`src/design/scpu_pkg.sv`:
```
// Shared widths, constants and types of the sine/cosine polynomial unit.
`timescale 1ns / 1ps

package scpu_pkg;

  // Fixed-point formats
  localparam int ANGLE_FRAC_BITS  = 24;
  localparam int RESULT_FRAC_BITS = 16;
  localparam int ANGLE_W          = 32;
  localparam int RESULT_W         = RESULT_FRAC_BITS + 2;
  localparam int Q_FRAC           = 30;

  // Internal Q.30 widths, sized to the value ranges
  localparam int X_W   = Q_FRAC + 1;  // x in [-1, 1)
  localparam int X2_W  = Q_FRAC + 2;  // x*x in [0, 1]
  localparam int R1_W  = Q_FRAC + 2;  // (x-1)(x+1) in [-1, 0]
  localparam int P_W   = Q_FRAC + 4;  // Horner value, |p| < 8
  localparam int ACC_W = Q_FRAC + 4;  // products after the Horner chain

  // 1/pi as round(2^32/pi), positive, held signed
  localparam int INV_PI_W = 32;
  localparam logic signed [INV_PI_W-1:0] INV_PI_Q32 = 32'sd1367130551;

  // Phase field position in angle * (1/pi)
  localparam int PHASE_LSB = ANGLE_FRAC_BITS + 2;

  localparam logic [X_W-1:0] ONE_Q30       = X_W'(64'd1 << Q_FRAC);
  localparam logic [X_W-1:0] SINE_OFFSET   = X_W'(64'd1 << Q_FRAC);
  localparam logic [X_W-1:0] COSINE_OFFSET = X_W'(64'd3 << (Q_FRAC - 1));
  localparam int             HALF_Q30      = 1 << (Q_FRAC - 1);

  // Output rounding and saturation
  localparam int OUT_SHIFT = Q_FRAC - RESULT_FRAC_BITS;
  localparam int OUT_HALF  = (1 << OUT_SHIFT) >> 1;

  // Horner coefficients, round(c * 2^30), highest power first
  localparam int NUM_COEF     = 6;
  localparam int HORNER_STEPS = NUM_COEF - 1;
  localparam logic signed [P_W-1:0] COEF_Q30 [NUM_COEF] = '{
    34'sd414398,
    -34'sd7366070,
    34'sd80731709,
    -34'sd562679533,
    34'sd2175529209,
    -34'sd3373259416
  };

  typedef enum logic {
    CMD_SINE   = 1'b0,
    CMD_COSINE = 1'b1
  } cmd_e;

  // Horner stage to output stage
  typedef struct packed {
    logic signed [X_W-1:0]  x;
    logic signed [R1_W-1:0] r1;
    logic signed [P_W-1:0]  p;
  } poly_t;

endpackage

```
`src/design/scpu_reduce.sv`:
```
// Range reduction: angle times 1/pi, offset, modulo 2, shift into [-1, 1).
`timescale 1ns / 1ps

module scpu_reduce import scpu_pkg::*; (
  input  logic                      clk_i,
  input  logic                      rst_ni,
  input  logic                      in_valid_i,
  output logic                      in_stall_o,
  input  logic                      command_i,
  input  logic signed [ANGLE_W-1:0] angle_i,
  output logic                      out_valid_o,
  input  logic                      out_stall_i,
  output logic signed [X_W-1:0]     x_o
);

  logic [1:0] v_q;
  logic [1:0] en;

  logic signed [ANGLE_W+INV_PI_W-1:0] prod;
  logic [X_W-1:0]        phase_d, phase_q;
  cmd_e                  cmd_q;
  logic [X_W-1:0]        shifted;
  logic signed [X_W-1:0] x_d, x_q;

  // a stage takes a new word when empty or when its successor moves
  assign en[1] = !v_q[1] || !out_stall_i;
  assign en[0] = !v_q[0] || en[1];

  always_ff @(posedge clk_i or negedge rst_ni) begin
    if (!rst_ni) begin
      v_q <= '0;
    end else begin
      if (en[0]) v_q[0] <= in_valid_i;
      if (en[1]) v_q[1] <= v_q[0];
    end
  end

  // stage 0: phase = angle/pi truncated to Q1.30, modulo 2
  assign prod    = angle_i * INV_PI_Q32;
  assign phase_d = prod[PHASE_LSB+X_W-1:PHASE_LSB];

  always_ff @(posedge clk_i) begin
    if (en[0]) begin
      phase_q <= phase_d;
      cmd_q   <= cmd_e'(command_i);
    end
  end

  // stage 1: add the offset (half turn for sine, three quarters for cosine), wrap, recenter
  assign shifted = phase_q + ((cmd_q == CMD_COSINE) ? COSINE_OFFSET : SINE_OFFSET);
  assign x_d     = $signed(shifted - ONE_Q30);

  always_ff @(posedge clk_i) begin
    if (en[1]) begin
      x_q <= x_d;
    end
  end

  assign in_stall_o  = !en[0];
  assign out_valid_o = v_q[1];
  assign x_o         = x_q;

endmodule

```
`config.mk`:
```
export PLATFORM = sky130hd
export DESIGN_NAME = scpu_reduce
export DESIGN_NICKNAME = d
export VERILOG_FILES = /design/src/design/scpu_pkg.sv /design/src/design/scpu_reduce.sv
export SDC_FILE = /design/constraint.sdc
export NUM_CORES = 1
export LEC_CHECK = 0
export BUFFER_PORTS_ARGS = -buffer_cell sky130_fd_sc_hd__buf_4
export CAP_MARGIN = 30
export CORE_MARGIN = 1
export CORE_UTILIZATION = 50
export CTS_CLUSTER_SIZE = 8
export DETAILED_ROUTE_END_ITERATION = 8
export PLACE_DENSITY = 0.76
export SETUP_SLACK_MARGIN = 0.3
export SYNTH_ARGS = -nofsm -noshare
export SYNTH_HDL_FRONTEND = slang
export SYNTH_SLANG_ARGS = --single-unit
```
`constraint.sdc`:
```
create_clock -name clk_i -period 1.9 [get_ports clk_i]
set_input_delay 0.095 -clock clk_i [delete_from_list [all_inputs] [get_ports clk_i]]
set_output_delay 0.095 -clock clk_i [all_outputs]
set_load 0.05 [all_outputs]
```
Yosys cells after proc, flatten, opt, wreduce, memory -nomap -nowiden --
Index checks and enable logic that the tools add are counted.
Word-level totals: flip-flop bits (word level) 65, bits of input ports 37, output and inout port bits 33, word-level logic and storage cells 15
Cells by class: add/subtract/negate cells 2, multiply operators 1, mux-type cells 1, reduce and logical (&&, ||, !) cells 6
Operators by type and width (count):
- 32-bit by 32-bit multiplier with 57-bit output, second input constant | 1
- 31-bit adder | 1
- 31-bit subtractor, second input constant | 1
- 30-bit two-way mux | 1
- 1-bit logical NOT | 4
- 1-bit logical OR | 2

Depth between registers and ports, before layout --
depth after elaboration 4, gate-level depth with buffers 26, gate-level depth less buffers 26

Least setup slack after synthesis --
Ideal clock, no wire load.
path kind input to register, start point in angle_i[13], end point reg phase_q[19], data pin, library setup time 258 ps, arrival 6193 ps, data required time 1642 ps, setup slack -4550 ps, stages 22, path buffers 1, cell sequence inv_1 > fa_1 > inv_1 > fa_1 > ha_1 > fa_1 > fa_1 > fa_1 > fa_1 > inv_1 > fa_1 > inv_1 > ha_1 > buf_6 > a21oi_4 > o21ai_2 > a221o_1 > a221o_1 > a31o_4 > a2111oi_2 > o31a_1 > xnor2_1
On the way: word-level cells in the longest chain between the ends 1
Ends and longest elaborated chain:
- from (decl) | RTL line scpu_reduce.sv:10 | input logic signed [ANGLE_W-1:0] angle_i,
- 32-bit by 32-bit multiplier with 57-bit output | RTL line scpu_reduce.sv:39 | assign prod = angle_i * INV_PI_Q32;
- net prod[45] | RTL line scpu_reduce.sv:19 | logic signed [ANGLE_W+INV_PI_W-1:0] prod;
- to (signal assigned) | RTL line scpu_reduce.sv:44 | phase_q <= phase_d;
- to (decl) | RTL line scpu_reduce.sv:20 | logic [X_W-1:0] phase_d, phase_q;
The timed path passes the listed nets, and every way through them passes these cells. A chain may end at the register's enable or synchronous reset.

Worst setup path after layout --
start point in angle_i[16], end point reg phase_q[29], data pin
The elaborated chain is that of the path after synthesis.

==> results.md <==
| Parameter | This run |
| --- | --- |
| Total of endpoints with negative setup slack in the final report | 31 |
| Remaining number of nets flagged by the antenna check after routing | 0 |
| Final-report hold violation count | 0 |
| Data required time of the worst path | 2060 ps |
| Layout Cell Area excl Fill | 26,300 µm² |
| Critical path class | in -> reg |
| Violations in the final reports | negative setup slack |
| Highest-count cells in the layout ignoring fill and taps | inv_1 (613), buf_4 (446), fa_1 (438) |
| Iter 0 DRT Violations | 934 |
| Drc violations | 0 |
| Maximum number of pins on one net before global-route repair | 33 |
| Number of unique standard cell types used by synthesis | 57 |
| Quantity of I/O buffers inserted on ports | 69 |
| Number of buffers on the longest clock path | 2 |
| Site row count | 72 |
| Area after DPL | 24,100 µm² |
| Tightest Hold Check Type | in -> async |
| Crit path max-delay cell type | fa_2 |
| Initial cell density of the core | 51.0% |
| Part of the Yosys area used for sequential elements | 9.81% |
| Avg Vias per Cell | 5.11 |
| Worst path bufs/invs | 10 |
| Die Span X | 201 µm |
| Crit path time final | 6320 ps |
| Layout cells sized above 1 | 32.3% |
| Main synth FF type | edfxtp_1 |
| Nets@finish | 3,171 |
| Final HPWL DP | 49,400 µm |
| H-tree lvl count | 3 |
| Antenna Diode Count | 0 |
| Overall Global Routing Usage | 29.6% |
| Tightest Pin Transition | 692 ps |
| Die area | 40,400 µm² |
| Seq cells post-synth | 65 |
| Final Slew Violations | 0 |
| CTS tree | done |
| Yosys warnings | 0 |
| Detail-routed net length per standard cell | 20.0 µm |
| Summed instance area of the synthesized netlist | 19,800 µm² |
| Crit path DAT | 6490 ps |
| Met2 usage in global routing | 50.3% |
| Routability cong. | 1.02 |
| Setup repair after global routing missed its margin | true |
| Critical Path Sink Type | register |
| Clk slew on worst S/H paths | 60 ps |
| Launching element type of the critical path | input port |
| Worst slew margin relative to its limit | 53.8% |
| Share of async-settable or async-resettable flops after synthesis | 3.08% |
| Final TNS setup | -128,260 ps |
| Total routed wirelength | 57,800 µm |
| Number of max-cap violations | 0 |
| Result of the run | complete, but fails checks |
| Mapped Nets | 2,659 |
| Area Overhead vs Synth | 32.9% |
| Number of buffers created by CTS | 9 |
| Average size of a mapped cell | 10.7 µm² |
| Cell at the root of the clock tree | clkbuf_16 |
| Category of cells accounting for the largest share of critical-path delay | adder cells |
| Layer carrying the most global-route usage | met2 |
| GR Util met3 | 2.92% |
| Worst-path fanout max | 5 |
| Vias in the first global route | 16,645 |
| Congestion Overflow GR | 0 |
| Commonest non-fill, non-tap cell in the layout | inv_1 |
| Wire length of the first global-routing pass | 90,400 µm |
| Hold Slack | 79.4 ps |
| Most repeated library cell on the critical path | fa_1 |
| Post-route clock period utilization | 333% |
| Total I/O pin count | 70 |
| Post-route worst setup slack | -4420 ps |
| Clock latency at the later pin of the worst-skew pair | 340 ps |
| Setup clock skew after layout | 9.14 ps |
| Antenna violations before repair | 1 |
| Die Y | 201 µm |
| Global routing met1 resource utilization | 40.2% |
| Core area | 38,800 µm² |
| Gate count of the mapped netlist | 1,851 |
| Clock net sink count | 65 |
| Number of enable flip-flop cells after synthesis | 63 |
| Highest attainable clock frequency | 0.158 GHz |
| 1st-pass router iterations | 5 |
| Maximum cell stage delay along the critical path | 580 ps |
| Via count | 14,736 |
## path summary, 6_finish.rpt
check | start | endpoint | slack [ps] | cells after the start
worst min-delay path | rst_ni | v_q[0] | 80 | 2
worst min register to register | phase_q[13] | x_o[13] | 420 | 0
max in group asynchronous | rst_ni | v_q[1] | 1740 | 2
min in group clk_i | out_stall_i | v_q[1] | 360 | 4
worst max-delay path | angle_i[16] | phase_q[29] | -4420 | 27
worst max register to register | v_q[1] | phase_q[17] | 470 | 1
## cells by family after synthesis
| group | synth area share, % |
|---|---|
| mux | 0.253 |
| simple gates | 2.72 |
| buf+inv | 13.2 |
| fa+ha+maj | 66.5 |
| xor+xnor | 2.48 |
| flops | 9.81 |
| compound gates | 5.06 |
## flip-flops by register name, summed over array words and instances, names as in the netlist
signal and cells:
x_o 31, phase_q 31, cmd_q 1, v_q 2
## layer usage
layer / vias up / wire length [µm]
met1: 7597 / 24300
met3: 111 / 3350
met4: 2 / 1980
met2: 485 / 28100
met5: - / 13
li1: 6541 / -
## cells in the mapped netlist, types with 4 or more instances
master      n  area (µm²)
a211oi_1    5        37.5
a21o_1     18         135
a21oi_1    46         230
a31oi_1    13        81.3
and3_1      7        43.8
clkbuf_1    7        26.3
edfxtp_1   63        1890
fa_1      467        9350
ha_1      304        3800
inv_1     683        2560
mux2i_1     5        50.1
nand2_1    38         143
nand2b_1    7        43.8
nand3_1     9        45.0
nand4_1     7        43.8
nor2_1     22        82.6
nor2b_1     5        31.3
o211ai_1    4        30.0
o21a_1      4        30.0
o21ai_0    21         105
o21bai_1    5        37.5
o221ai_1    4        35.0
xnor2_1    46         403
xor2_1     10        87.6
## per-stage QoR
stage	cells	setup slack (ps)	utilization, %
2_1_floorplan	1851	-4440	-
3_3_place_gp	2796	-4830	62.1
3_5_place_dp	2796	-4930	62.1
4_1_cts	2855	-4390	65.8
5_1_grt	2886	-4560	67.7
6_report	2886	-4420	67.7
## what timing repair did
item / in CTS / in global routing
buffers inserted: 39 / 31
resized for setup: 165 / 124
hold endpoints to repair: 4 / 0
endpoints found under the setup margin: 32 / 32
pin swaps: 121 / 112
hold buffers: 3 / 0
gates cloned: 1 / 0
## final cells by class
type	count	area [µm²]
multi-input cells	1094	16500
fillers	2707	12500
repair buffers	510	4170
inverters	683	2640
flip-flops and latches	65	1940
well taps	518	648
clock buffers	10	239
clock inverters	6	115
Power is left out: the tool's default activity adds up to more than one toggle a clock period on the data nets, which glitch-free logic cannot reach.
